**src/rtl/sql_keyword_spotter_unit_assert.svh**
```systemverilog
// assertion macros shared by the keyword spotter modules
`ifndef SQL_KEYWORD_SPOTTER_UNIT_ASSERT_SVH
`define SQL_KEYWORD_SPOTTER_UNIT_ASSERT_SVH
// same-cycle implication
`define SKS_ASSERT_IMP(name, clk, rst, ante, cons, msg) \
   name: assert property (@(posedge clk) disable iff (rst) (ante) |-> (cons)) else $error(msg);
// next-cycle implication
`define SKS_ASSERT_NEXT(name, clk, rst, ante, cons, msg) \
   name: assert property (@(posedge clk) disable iff (rst) (ante) |=> (cons)) else $error(msg);
`endif

```
**src/rtl/sqlks_pkg.sv**
```systemverilog
// package for the sql keyword spotter: sizes, keyword table and byte helpers
package sqlks_pkg;

   localparam int MAX_WORD      = 17;
   localparam int KEYWORD_COUNT = 121;
   localparam int MAX_LINE      = 65535;
   localparam int KW_STORED     = 121;
   localparam int KW_SLOT       = 17;
   localparam int QUEUE_DEPTH   = 2;
   localparam int START_W       = 16;
   localparam int LENGTH_W      = 5;
   localparam int INDEX_W       = 7;

   typedef struct packed {
      logic [START_W-1:0]  start;
      logic [LENGTH_W-1:0] length;
   } word_rec_type;

   function automatic logic [KW_SLOT*8-1:0] kw_text(input int k);
      logic [KW_SLOT*8-1:0] t;
      case (k)
         0: t = "ABORT";           1: t = "ACTION";        2: t = "ADD";
         3: t = "AFTER";           4: t = "ALL";           5: t = "ALTER";
         6: t = "ANALYZE";         7: t = "AND";           8: t = "AS";
         9: t = "ASC";            10: t = "ATTACH";       11: t = "AUTOINCREMENT";
         12: t = "BEFORE";        13: t = "BEGIN";        14: t = "BETWEEN";
         15: t = "BY";            16: t = "CASCADE";      17: t = "CASE";
         18: t = "CAST";          19: t = "CHECK";        20: t = "COLLATE";
         21: t = "COLUMN";        22: t = "COMMIT";       23: t = "CONFLICT";
         24: t = "CONSTRAINT";    25: t = "CREATE";       26: t = "CROSS";
         27: t = {"CURRENT_", "DATE"};
         28: t = {"CURRENT_", "TIME"};
         29: t = {"CURRENT_", "TIMESTAMP"};
         30: t = "DATABASE";      31: t = "DEFAULT";      32: t = "DEFERRABLE";
         33: t = "DEFERRED";      34: t = "DELETE";       35: t = "DESC";
         36: t = "DETACH";        37: t = "DISTINCT";     38: t = "DROP";
         39: t = "EACH";          40: t = "ELSE";         41: t = "END";
         42: t = "ESCAPE";        43: t = "EXCEPT";       44: t = "EXCLUSIVE";
         45: t = "EXISTS";        46: t = "EXPLAIN";      47: t = "FAIL";
         48: t = "FOR";           49: t = "FOREIGN";      50: t = "FROM";
         51: t = "FULL";          52: t = "GLOB";         53: t = "GROUP";
         54: t = "HAVING";        55: t = "IF";           56: t = "IGNORE";
         57: t = "IMMEDIATE";     58: t = "IN";           59: t = "INDEX";
         60: t = "INDEXED";       61: t = "INITIALLY";    62: t = "INNER";
         63: t = "INSERT";        64: t = "INSTEAD";      65: t = "INTERSECT";
         66: t = "INTO";          67: t = "IS";           68: t = "ISNULL";
         69: t = "JOIN";          70: t = "KEY";          71: t = "LEFT";
         72: t = "LIKE";          73: t = "LIMIT";        74: t = "MATCH";
         75: t = "NATURAL";       76: t = "NO";           77: t = "NOT";
         78: t = "NOTNULL";       79: t = "NULL";         80: t = "OF";
         81: t = "OFFSET";        82: t = "ON";           83: t = "OR";
         84: t = "ORDER";         85: t = "OUTER";        86: t = "PLAN";
         87: t = "PRAGMA";        88: t = "PRIMARY";      89: t = "QUERY";
         90: t = "RAISE";         91: t = "REFERENCES";   92: t = "REGEXP";
         93: t = "REINDEX";       94: t = "RELEASE";      95: t = "RENAME";
         96: t = "REPLACE";       97: t = "RESTRICT";     98: t = "RIGHT";
         99: t = "ROLLBACK";     100: t = "ROW";         101: t = "SAVEPOINT";
         102: t = "SELECT";      103: t = "SET";         104: t = "TABLE";
         105: t = "TEMP";        106: t = "TEMPORARY";   107: t = "THEN";
         108: t = "TO";          109: t = "TRANSACTION"; 110: t = "TRIGGER";
         111: t = "UNION";       112: t = "UNIQUE";      113: t = "UPDATE";
         114: t = "USING";       115: t = "VACUUM";      116: t = "VALUES";
         117: t = "VIEW";        118: t = "VIRTUAL";     119: t = "WHEN";
         120: t = "WHERE";
         default: t = '0;
      endcase
      return t;
   endfunction

   function automatic int kw_len(input int k);
      logic [KW_SLOT*8-1:0] t;
      int n;
      t = kw_text(k);
      n = 0;
      for (int i = 0; i < KW_SLOT; i++) begin
         if (t[i*8 +: 8] != 8'd0) n = n + 1;
      end
      return n;
   endfunction

   // keyword text with its first character in the top byte
   function automatic logic [KW_SLOT*8-1:0] kw_left(input int k);
      return kw_text(k) << ((KW_SLOT - kw_len(k)) * 8);
   endfunction

   function automatic logic [7:0] kw_char(input logic [KW_SLOT*8-1:0] tl,
                                          input logic [5:0] j);
      logic [7:0] c;
      c = 8'd0;
      for (int i = 0; i < KW_SLOT; i++) begin
         if (j == 6'(i)) c = tl[(KW_SLOT-1-i)*8 +: 8];
      end
      return c;
   endfunction

   function automatic logic is_sep(input logic [7:0] c);
      return c == 8'h20 || c == 8'h3b || c == 8'h09 || c == 8'h3d || c == 8'h3e ||
             c == 8'h3c || c == 8'h2b || c == 8'h2d || c == 8'h2a || c == 8'h2f;
   endfunction

   function automatic logic [7:0] fold(input logic [7:0] c);
      return (c >= 8'h61 && c <= 8'h7a) ? c - 8'h20 : c;
   endfunction

endpackage

```
**src/rtl/sql_keyword_spotter_unit.sv**
```systemverilog
// Keyword spotter: takes one byte of a text line per cycle while req_stall is low (req_line_end
// on the last byte) and reports each word that equals one of 121 SQL keywords, ignoring ASCII
// case. A word's result beat is written into the queue and from there into the output register.
// Per-keyword agreement bits are updated on each accepted byte, and matches wait in a two-entry
// queue, so req_stall rises only while that queue is full, which needs a stalled result side.
module sql_keyword_spotter_unit #(
   parameter int MAX_WORD      = sqlks_pkg::MAX_WORD,
   parameter int KEYWORD_COUNT = sqlks_pkg::KEYWORD_COUNT,
   parameter int MAX_LINE      = sqlks_pkg::MAX_LINE
) (
   input  logic                           clock,
   input  logic                           reset,
   input  logic                           req_valid,
   output logic                           req_stall,
   input  logic [7:0]                     req_char_byte,
   input  logic                           req_line_end,
   output logic                           rsp_valid,
   input  logic                           rsp_stall,
   output logic [sqlks_pkg::START_W-1:0]  rsp_match_start,
   output logic [sqlks_pkg::LENGTH_W-1:0] rsp_match_length,
   output logic [sqlks_pkg::INDEX_W-1:0]  rsp_keyword_index
);
   localparam int VEC_W = (KEYWORD_COUNT < sqlks_pkg::KW_STORED) ?
                          KEYWORD_COUNT : sqlks_pkg::KW_STORED;
   localparam int REC_W = $bits(sqlks_pkg::word_rec_type);
   localparam int Q_W   = REC_W + VEC_W;

   logic                    accept, push, full, avail, pop;
   sqlks_pkg::word_rec_type push_rec, pop_rec;
   logic [VEC_W-1:0]        push_vec, pop_vec;
   logic [Q_W-1:0]          pop_data;

   assign req_stall = full;
   assign accept    = req_valid && !full;

   sqlks_front #(.MAX_WORD(MAX_WORD), .MAX_LINE(MAX_LINE), .VEC_W(VEC_W)) u_front (
      .clock(clock), .reset(reset), .accept(accept),
      .char_byte(req_char_byte), .line_end(req_line_end),
      .push(push), .push_rec(push_rec), .push_vec(push_vec)
   );

   sqlks_queue #(.WIDTH(Q_W), .DEPTH(sqlks_pkg::QUEUE_DEPTH)) u_queue (
      .clock(clock), .reset(reset), .push(push), .push_data({push_rec, push_vec}),
      .full(full), .avail(avail), .pop(pop), .pop_data(pop_data)
   );

   assign pop_rec = pop_data[Q_W-1 -: REC_W];
   assign pop_vec = pop_data[VEC_W-1:0];

   sqlks_back #(.VEC_W(VEC_W)) u_back (
      .clock(clock), .reset(reset), .avail(avail), .rec(pop_rec), .vec(pop_vec),
      .pop(pop), .rsp_valid(rsp_valid), .rsp_stall(rsp_stall),
      .rsp_match_start(rsp_match_start), .rsp_match_length(rsp_match_length),
      .rsp_keyword_index(rsp_keyword_index)
   );
endmodule

```
**src/rtl/sqlks_front.sv**
```systemverilog
// front end: classifies bytes, tracks the word and its still-matching keyword bits
`include "sql_keyword_spotter_unit_assert.svh"
module sqlks_front #(
   parameter int MAX_WORD = sqlks_pkg::MAX_WORD,
   parameter int MAX_LINE = sqlks_pkg::MAX_LINE,
   parameter int VEC_W    = sqlks_pkg::KEYWORD_COUNT
) (
   input  logic                     clock,
   input  logic                     reset,
   input  logic                     accept,
   input  logic [7:0]               char_byte,
   input  logic                     line_end,
   output logic                     push,
   output sqlks_pkg::word_rec_type  push_rec,
   output logic [VEC_W-1:0]         push_vec
);
   localparam int POS_W = $clog2(MAX_LINE + 1);
   localparam int LEN_W = $clog2(MAX_WORD + 1);

   logic              in_word_ff, in_word_in;
   logic [POS_W-1:0]  pos_ff, pos_in, start_ff, start_in;
   logic [LEN_W-1:0]  len_ff, len_in;
   logic              long_ff, long_in;
   logic [VEC_W-1:0]  alive_ff, alive_in, step_hit, cand;
   logic              sep, finish;
   logic [7:0]        fc;
   logic [LEN_W-1:0]  base_len;

   assign sep      = sqlks_pkg::is_sep(char_byte);
   assign fc       = sqlks_pkg::fold(char_byte);
   assign base_len = in_word_ff ? len_ff : '0;

   // keyword k still agrees if its character at the current length equals this byte
   for (genvar k = 0; k < VEC_W; k++) begin : g_kw
      localparam logic [sqlks_pkg::KW_SLOT*8-1:0] TL = sqlks_pkg::kw_left(k);
      localparam int KL = sqlks_pkg::kw_len(k);
      assign step_hit[k] = (6'(base_len) < 6'(KL)) &&
                           (sqlks_pkg::kw_char(TL, 6'(base_len)) == fc);
      assign cand[k] = alive_in[k] && (6'(len_in) == 6'(KL));
   end

   always_comb begin
      in_word_in = !sep;
      start_in   = in_word_ff ? start_ff : pos_ff;
      len_in     = base_len;
      long_in    = in_word_ff ? long_ff : 1'b0;
      alive_in   = in_word_ff ? alive_ff : '1;
      if (!sep) begin
         if (32'(base_len) < MAX_WORD) begin
            len_in   = base_len + 1'b1;
            alive_in = alive_in & step_hit;
         end else begin
            long_in = 1'b1;
         end
      end
   end

   assign finish = (in_word_ff && sep) || (line_end && !sep);
   assign push   = accept && finish && !long_in && (len_in != '0) &&
                   (start_in < POS_W'(MAX_LINE)) && (|cand);
   assign push_rec.start  = sqlks_pkg::START_W'(start_in);
   assign push_rec.length = sqlks_pkg::LENGTH_W'(len_in);
   assign push_vec        = cand;

   assign pos_in = (pos_ff < POS_W'(MAX_LINE)) ? pos_ff + 1'b1 : pos_ff;

   always_ff @(posedge clock) begin
      if (reset) begin
         in_word_ff <= 1'b0;
         pos_ff     <= '0;
         start_ff   <= '0;
         len_ff     <= '0;
         long_ff    <= 1'b0;
      end else if (accept) begin
         if (line_end) begin
            in_word_ff <= 1'b0;
            pos_ff     <= '0;
            start_ff   <= '0;
            len_ff     <= '0;
            long_ff    <= 1'b0;
         end else begin
            in_word_ff <= in_word_in;
            pos_ff     <= pos_in;
            start_ff   <= start_in;
            len_ff     <= len_in;
            long_ff    <= long_in;
         end
      end
   end

   always_ff @(posedge clock) begin
      if (accept) alive_ff <= alive_in;
   end

   `SKS_ASSERT_IMP(a_long_full, clock, reset, long_ff, 32'(len_ff) == MAX_WORD,
                   "overlong word without full length")
endmodule

```
**src/rtl/sqlks_queue.sv**
```systemverilog
// short queue of matched words between front and back
`include "sql_keyword_spotter_unit_assert.svh"
module sqlks_queue #(
   parameter int WIDTH = 8,
   parameter int DEPTH = sqlks_pkg::QUEUE_DEPTH
) (
   input  logic             clock,
   input  logic             reset,
   input  logic             push,
   input  logic [WIDTH-1:0] push_data,
   output logic             full,
   output logic             avail,
   input  logic             pop,
   output logic [WIDTH-1:0] pop_data
);
   localparam int PTR_W = (DEPTH > 1) ? $clog2(DEPTH) : 1;
   localparam int CNT_W = $clog2(DEPTH + 1);

   logic [WIDTH-1:0] mem_ff [DEPTH];
   logic [PTR_W-1:0] wr_ff, wr_in, rd_ff, rd_in;
   logic [CNT_W-1:0] cnt_ff, cnt_in;

   assign full     = cnt_ff == CNT_W'(DEPTH);
   assign avail    = cnt_ff != '0;
   assign pop_data = mem_ff[rd_ff];

   always_comb begin
      wr_in  = (wr_ff == PTR_W'(DEPTH - 1)) ? '0 : wr_ff + 1'b1;
      rd_in  = (rd_ff == PTR_W'(DEPTH - 1)) ? '0 : rd_ff + 1'b1;
      cnt_in = cnt_ff;
      if (push && !pop) cnt_in = cnt_ff + 1'b1;
      if (pop && !push) cnt_in = cnt_ff - 1'b1;
   end

   always_ff @(posedge clock) begin
      if (reset) begin
         wr_ff  <= '0;
         rd_ff  <= '0;
         cnt_ff <= '0;
      end else begin
         if (push) wr_ff <= wr_in;
         if (pop)  rd_ff <= rd_in;
         cnt_ff <= cnt_in;
      end
   end

   always_ff @(posedge clock) begin
      if (push) mem_ff[wr_ff] <= push_data;
   end

   `SKS_ASSERT_IMP(a_cnt_bound, clock, reset, 1'b1, cnt_ff <= CNT_W'(DEPTH),
                   "queue count beyond depth")
   `SKS_ASSERT_IMP(a_no_overrun, clock, reset, push && !pop, !full, "push into full queue")
   `SKS_ASSERT_NEXT(a_cnt_grow, clock, reset, push && !pop, cnt_ff == $past(cnt_ff) + 1'b1,
                    "queue count did not grow on push")
endmodule

```
**src/rtl/sqlks_back.sv**
```systemverilog
// back end: turns a matched word's keyword bit into its index and holds the result beat
`include "sql_keyword_spotter_unit_assert.svh"
module sqlks_back #(
   parameter int VEC_W = sqlks_pkg::KEYWORD_COUNT
) (
   input  logic                               clock,
   input  logic                               reset,
   input  logic                               avail,
   input  sqlks_pkg::word_rec_type            rec,
   input  logic [VEC_W-1:0]                   vec,
   output logic                               pop,
   output logic                               rsp_valid,
   input  logic                               rsp_stall,
   output logic [sqlks_pkg::START_W-1:0]      rsp_match_start,
   output logic [sqlks_pkg::LENGTH_W-1:0]     rsp_match_length,
   output logic [sqlks_pkg::INDEX_W-1:0]      rsp_keyword_index
);
   logic                            valid_ff;
   logic [sqlks_pkg::INDEX_W-1:0]   idx_in, idx_ff;
   sqlks_pkg::word_rec_type         rec_ff;

   // keywords are distinct, so exactly one bit is set and an or of indices is the index
   always_comb begin
      idx_in = '0;
      for (int k = 0; k < VEC_W; k++) begin
         if (vec[k]) idx_in = idx_in | sqlks_pkg::INDEX_W'(k);
      end
   end

   assign pop = avail && (!valid_ff || !rsp_stall);

   always_ff @(posedge clock) begin
      if (reset) begin
         valid_ff <= 1'b0;
      end else if (!valid_ff || !rsp_stall) begin
         valid_ff <= avail;
      end
   end

   always_ff @(posedge clock) begin
      if (pop) begin
         rec_ff <= rec;
         idx_ff <= idx_in;
      end
   end

   assign rsp_valid         = valid_ff;
   assign rsp_match_start   = rec_ff.start;
   assign rsp_match_length  = rec_ff.length;
   assign rsp_keyword_index = idx_ff;

   `SKS_ASSERT_IMP(a_onehot, clock, reset, pop, $onehot(vec), "matched word without single keyword")
endmodule
```
**config.mk**
```make
export PLATFORM = sky130hd
export DESIGN_NAME = sql_keyword_spotter_unit
export DESIGN_NICKNAME = d
export VERILOG_FILES = /design/src/rtl/sqlks_pkg.sv /design/src/rtl/sql_keyword_spotter_unit.sv /design/src/rtl/sqlks_front.sv /design/src/rtl/sqlks_queue.sv /design/src/rtl/sqlks_back.sv
export VERILOG_INCLUDE_DIRS = /design/src /design/src/rtl
export SDC_FILE = /design/constraint.sdc
export NUM_CORES = 1
export LEC_CHECK = 0
export CORE_MARGIN = 1
export CORE_UTILIZATION = 40
export DETAILED_ROUTE_END_ITERATION = 8
export DONT_BUFFER_PORTS = 1
export PLACE_DENSITY = 0.61
export SLEW_MARGIN = 5
export SYNTH_ARGS = -nofsm -noshare
export SYNTH_HDL_FRONTEND = slang
export SYNTH_HIERARCHICAL = 1
export SYNTH_SLANG_ARGS = --single-unit
```
**constraint.sdc**
```tcl
create_clock -name clock -period 15.8 [get_ports clock]
set_clock_uncertainty 0.1 [all_clocks]
set_input_delay 0.79 -clock clock [delete_from_list [all_inputs] [get_ports clock]]
set_output_delay 0.79 -clock clock [all_outputs]
set_load 0.02 [all_outputs]
```
==> results of run 1 <==
[registers in the layout, indices dropped and copies added, names as in the netlist, 2 cells and up, named ones only]
signal,cells
u_front/pos_ff,16
u_back/rsp_keyword_index,7
u_back/rsp_match_length,5
u_back/rsp_match_start,16
u_front/len_ff,5
u_front/alive_ff,121
u_queue/cnt_ff,2
u_front/start_ff,16
u_queue/mem_ff,282
[worst register-to-register path, stage by stage, from the launching register on]
cell and delay [ns]:
dfxtp_4 0.79, buf_4 0.69, nand2_1 0.37, inv_1 0.27, ha_2 0.21, buf_4 0.51
inv_2 0.48, nor3_1 0.31, ha_1 0.17, buf_4 0.25, a21oi_1 0.12, nand3_2 0.11
buf_4 0.57, nor3_1 0.20, a2111oi_0 1.13, buf_4 0.31, a31oi_1 0.16, nor3_1 0.71
nor2_1 0.16, and4b_1 0.23, nand4_1 0.09, nor4_1 0.07, a31oi_1 0.31, and2_4 0.88
buf_4 0.97
[power groups by stage]
stage          Clock [µW]  Combinational [µW]  Sequential [µW]
2_1_floorplan           0                 335             1470
3_3_place_gp            0                 462             1470
3_5_place_dp            0                 462             1470
4_1_cts              1250                 464             1450
5_1_grt              1300                 488             1450
6_report             1240                 477             1450
[final cells by class]
class / count / area, µm² / area share
clock buffer: 57 / 1351 / 0.04076
antenna: 6 / 15.01 / 0.0004529
tap: 969 / 1212 / 0.03657
inverter: 64 / 242.7 / 0.007322
clock inverter: 39 / 385.4 / 0.01162
timing repair buffer: 102 / 780.7 / 0.02355
sequential: 476 / 13850 / 0.4178
multi-input combinational: 2224 / 15310 / 0.4619
[worst paths after layout]
check / from / endpoint
setup / recovery: u_front/in_word_ff / u_queue/mem_ff[1][33]
hold / removal: reset / u_back/rsp_valid
setup reg to reg: u_front/in_word_ff / u_queue/mem_ff[1][33]
hold reg to reg: u_queue/cnt_ff[1] / u_queue/cnt_ff[1]
[stage by stage]
stage                     utilization  cells  cell area, µm²  hold slack (ns)
after floorplan                     -   2996           30330           0.3536
after global placement         0.4200   3834           31370           0.3733
after detailed placement       0.4203   3835           31390           0.3845
after CTS                      0.4435   3931           33130           0.1051
after global routing           0.4436   3931           33140           0.1201
final                          0.4438   3937           33150           0.1333
[cells in the final DEF (no fill, tap or decap), types with 16 or more instances in the layout]
cell type,instances
nand3_1,81
clkbuf_16,53
o22ai_1,32
nand2b_1,28
a21o_1,20
and4_1,16
or4_1,24
o211ai_1,21
mux2_2,80
nor2b_1,51
mux2_4,80
a31oi_1,60
dfxtp_1,43
o31ai_1,28
or3_1,25
o21ai_0,84
buf_4,100
nor2_1,284
a2bb2oi_1,27
nor4_1,89
and2_1,42
and3_1,27
a22oi_1,17
nand2_1,165
nand4_1,79
nor3_1,126
a41oi_1,18
a211oi_1,27
inv_1,58
edfxtp_1,431
xnor2_1,184
a21oi_1,153
[routing by layer]
metal  GRT usage  part of all wire
met1      0.5156              0.39
met2      0.6139              0.43
met3     0.08136             0.093
met4      0.2850             0.085
met5           0           0.00015
==> qor.csv, run 1 <==
metric,value,unit
start_util,0.4061,
pwr-share-comb,0.151,
yosys_warnings,6,
via_per_inst,7.087,
p_int,2260,µW
drv_slew,4,
fin_crit,10.66,ns
drt_first_iter_violations,4382,
wirelength,159600,µm
overflow,0,
p_per_area,95.38,nW/µm²
synth_cells,2996,
ant_nets,0,
crit_path_start_kind,register,
ctsResizeCount,0,
switching_power,902.2,µW
grt_max_degree,142,
rsz0062_at_grt,false,
grt_pass1_wl,216500,µm
io_buffers,0,
irDropWorstVdd,0.08512,mV
cp_data_required_time,15.93,ns
path_cells,buf_4 -> nand2_1 -> inv_1 -> ha_2 -> buf_4 -> inv_2 -> nor3_1 -> ha_1 -> buf_4 -> a21oi_1 -> nand3_2 -> buf_4 -> nor3_1 -> a2111oi_0 -> buf_4 -> a31oi_1 -> nor3_1 -> nor2_1 -> and4b_1 -> nand4_1 -> nor4_1 -> a31oi_1 -> and2_4 -> buf_4,
reg2reg_setup_slack,5.14,ns
dieHeight,277.4,µm
fp.dieW,277.4,µm
worstMarginPinSlew,1.514,ns
violations,"max-capacitance violations, max-slew violations",
p_seq_frac,0.458,
maxSlewHeadroom,-0.01838,
p_leak,0.01146,µW
die-area,76930,µm²
netSwitchingFraction,0.2853,
fin_ws,5.136,ns
netlist_area,30330,µm²
fmaxAchievable,93.77,MHz
fin_crit_sh,0.6750,
area_growth,9.294,%
post_cts_buffers,0,
rr_worst_depth,24,
clock_latency,0.64,ns
total_power,3162,µW
cts_tree,yes,
clk_path_buf_depth,3,
drc,0,
clkSinkCount,476,
hold_path_class,primary input to register,
nets,2941,
arrival,10.79,ns
gp_congestion,1.050,
critPathMaxStageDelay,1.13,ns
antenna_found_initial,9,
ctsHoldBuffers,0,
critPathBufInv,8,
status,"finished, violations left",
core.rowCount,100,
setup_violations,0,
hold_viol,0,
track_usage,0.4043,
ios,43,
htree_levels,2,
drive_above_1_share,0.1519,
cp_common_cell,buf_4,
dpl.hpwl,116400,µm
setup_tns,0,ns
dp_slack,5.567,ns
clk_pin_slew_worst_paths,0.06,ns
critical_path_class,register to register,
grt_pass1_vias,25745,
fill_cells,7132,
first_pass_iters,6,
synth_fp_nets,3018,
cp_max_fo,71,
cts_inserted_buffers,51,
hold_path_depth,1,
wl_per_cell,40.54,µm
maxCapViolCount,2,
slowest_stage,a2111oi_0,
clock-root-buffer,clkbuf_16,
clkPwrFrac,0.391,
critPathTopFamily,buffers and inverters,
critPathCaptureType,register,
cp.depth,24,
dr_total_vias,27901,
core_area,74700,µm²
avgSynthCellArea,10.12,µm²
Power figures use the tool's default switching activity.
==> inputs of run 2 (changes only) <==
PLACE_DENSITY = 0.63   (was 0.61)
clock period = 8.9 ns   (was 15.8 ns; I/O delays follow)
==> run 2 against run 1 <==
Net effect:
- the run now ends clean
- sequential cell count did not move
- combinational power grew 80%
- non-clock buffer count is 72 higher
- wire length rose by 4.5%
- via count increased by 1.1%
- critical endpoint is now u_queue/mem_ff[1][88]
- largest cell class unchanged
- largest power group unchanged
==> qor.csv, run 2 (synthesis results as in run 1) <==
metric,value,unit
status,"complete, no violations",
clk_path_buf_depth,3,
switching_power,1629,µW
rsz0062_at_grt,false,
arrival,8.96,ns
reg2reg_setup_slack,0.15,ns
cp_max_fo,36,
crit_path_start_kind,register,
largest_reg_flops,282,
dieHeight,277.4,µm
start_util,0.4061,
top_regs,"u_queue/mem_ff (282), u_front/alive_ff (121)",
critPathTopFamily,simple AND/OR/NAND/NOR gates,
regMostFlops,u_queue/mem_ff,
cp_data_required_time,9.10,ns
final_area,33760,µm²
critical_path_class,register to register,
drc,0,
maxSlewHeadroom,0.02268,
cp-endpoint,u_queue/mem_ff[1][88],
crit_start,u_front/in_word_ff,
r2r_end,u_queue/mem_ff[1][88],
dpl.hpwl,124000,µm
setup_tns,0,ns
ios,43,
p_seq_frac,0.455,
grt_pass1_vias,26533,
cts_inserted_buffers,52,
drive_above_1_share,0.1681,
cp.depth,19,
grt_max_degree,122,
maxCapViolCount,0,
clock-root-buffer,clkbuf_16,
wirelength,166700,µm
overflow,0,
clock_latency,0.64,ns
total_power,5671,µW
hold_path_class,primary input to register,
cp_common_cell,buf_4,
mostFrequentLayoutCell,edfxtp_1,
ant_nets,0,
p_per_area,168.0,nW/µm²
p_int,4042,µW
wl_per_cell,41.63,µm
worstMarginPinSlew,1.456,ns
via_per_inst,7.045,
cts_tree,yes,
post_cts_buffers,0,
dr_total_vias,28216,
critPathBufInv,4,
track_usage,0.4239,
setup_violations,0,
netSwitchingFraction,0.2873,
first_pass_iters,6,
p_leak,0.01180,µW
die-area,76930,µm²
drv_slew,0,
io_buffers,0,
rr_worst_depth,19,
fin_crit_sh,0.9835,
ctsHoldBuffers,5,
area_growth,11.29,%
clk_pin_slew_worst_paths,0.06,ns
critPathCaptureType,register,
core_area,74700,µm²
dpl_cell_area,31950,µm²
fp.dieW,277.4,µm
nets,3014,
layout_common_cells,"edfxtp_1 (431), nor2_1 (283), xnor2_1 (185)",
slowest_stage,nor4_1,
gp_congestion,1.078,
critPathMaxStageDelay,1.20,ns
pwr-share-comb,0.151,
hold_viol,0,
core.rowCount,100,
htree_levels,2,
reg2reg_from,u_front/in_word_ff,
path_cells,nand2_1 -> ha_1 -> o21ba_2 -> o22ai_2 -> buf_4 -> nor2_1 -> buf_4 -> a31oi_1 -> nor4_1 -> nand4_1 -> buf_4 -> a211oi_1 -> or3_1 -> nor4bb_1 -> nand4_1 -> nor4_1 -> a31oi_1 -> and2_4 -> buf_4,
clkSinkCount,476,
clkPwrFrac,0.393,
fmaxAchievable,114.2,MHz
fin_crit,8.753,ns
ctsResizeCount,0,
grt_pass1_wl,225700,µm
antenna_found_initial,10,
drt_first_iter_violations,4188,
irDropWorstVdd,0.1721,mV
## run 2: cell types whose count changed in the layout (fill, tap and decap cells not counted), sizes merged
cell | before | now
buf | 101 | 170
bufinv | 4 | 5
clkbuf | 57 | 66
clkdlybuf4s18 | 1 | 0
clkinv | 29 | 19
clkinvlp | 4 | 1
diode | 6 | 2
dlygate4sd3 | 0 | 4
inv | 66 | 69
## run 2: area by class of cell
cell class	count	area, µm²
Antenna cell	2	5.005
Fill cell	7139	40940
Clock buffer	66	1364
Multi-Input combinational cell	2224	15290
Timing Repair Buffer	174	1429
Clock inverter	30	359.1
Sequential cell	476	13850
Tap cell	969	1212
Inverter	64	241.5
## run 2: power groups by stage
| stage | Combinational (µW) | Clock, µW | Sequential, µW |
|---|---|---|---|
| finish | 858 | 2230 | 2580 |
| global route | 874 | 2330 | 2590 |
| CTS | 824 | 2260 | 2580 |
| detailed placement | 814 | 0 | 2630 |
| global placement | 816 | 0 | 2630 |
| floorplan | 595 | 0 | 2610 |
## run 2: routing by layer
layer	up-vias	track usage	routed length, µm
met4	6	0.3155	15100
met3	570	0.09762	16820
met5	-	0	33
met2	2095	0.6356	71510
met1	14024	0.5332	63260
li1	11521	-	-
## run 2: through the flow
step / worst slack (ns) / hold WS (ns) / utilization / std cells
after detailed placement: 0.6830 / 0.3805 / 0.4278 / 3902
after floorplan: 1.021 / 0.3536 / - / 2996
after global placement: 0.5791 / 0.3736 / 0.4277 / 3902
after CTS: 0.5884 / 0.004978 / 0.4517 / 4003
after global routing: 0.2454 / 0.07468 / 0.4518 / 4003
final: 0.1468 / 0.05715 / 0.4519 / 4005
## run 2: worst min-delay path by stage
stage,slack [ns],depth (start not counted),end,start
after floorplan,0.35,2,u_front/long_ff,u_front/long_ff
after global placement,0.37,2,u_front/long_ff,u_front/long_ff
after detailed placement,0.38,2,u_front/long_ff,u_front/long_ff
after CTS,0.005,3,u_front/len_ff[3],req_line_end
after global routing,0.07,3,u_front/len_ff[4],req_line_end
final,0.06,3,u_front/len_ff[3],req_line_end
## run 2: worst register-to-register path: stages, from the launching register on
cell and delay [ns]:
dfxtp_4 0.55, nand2_1 0.33, ha_1 0.53, o21ba_2 0.51, o22ai_2 0.19, buf_4 0.25, nor2_1 0.73, buf_4 0.33
a31oi_1 0.13, nor4_1 1.20, nand4_1 0.27, buf_4 0.23, a211oi_1 0.82, or3_1 0.21, nor4bb_1 0.09, nand4_1 0.16
nor4_1 0.06, a31oi_1 0.60, and2_4 0.67, buf_4 0.44
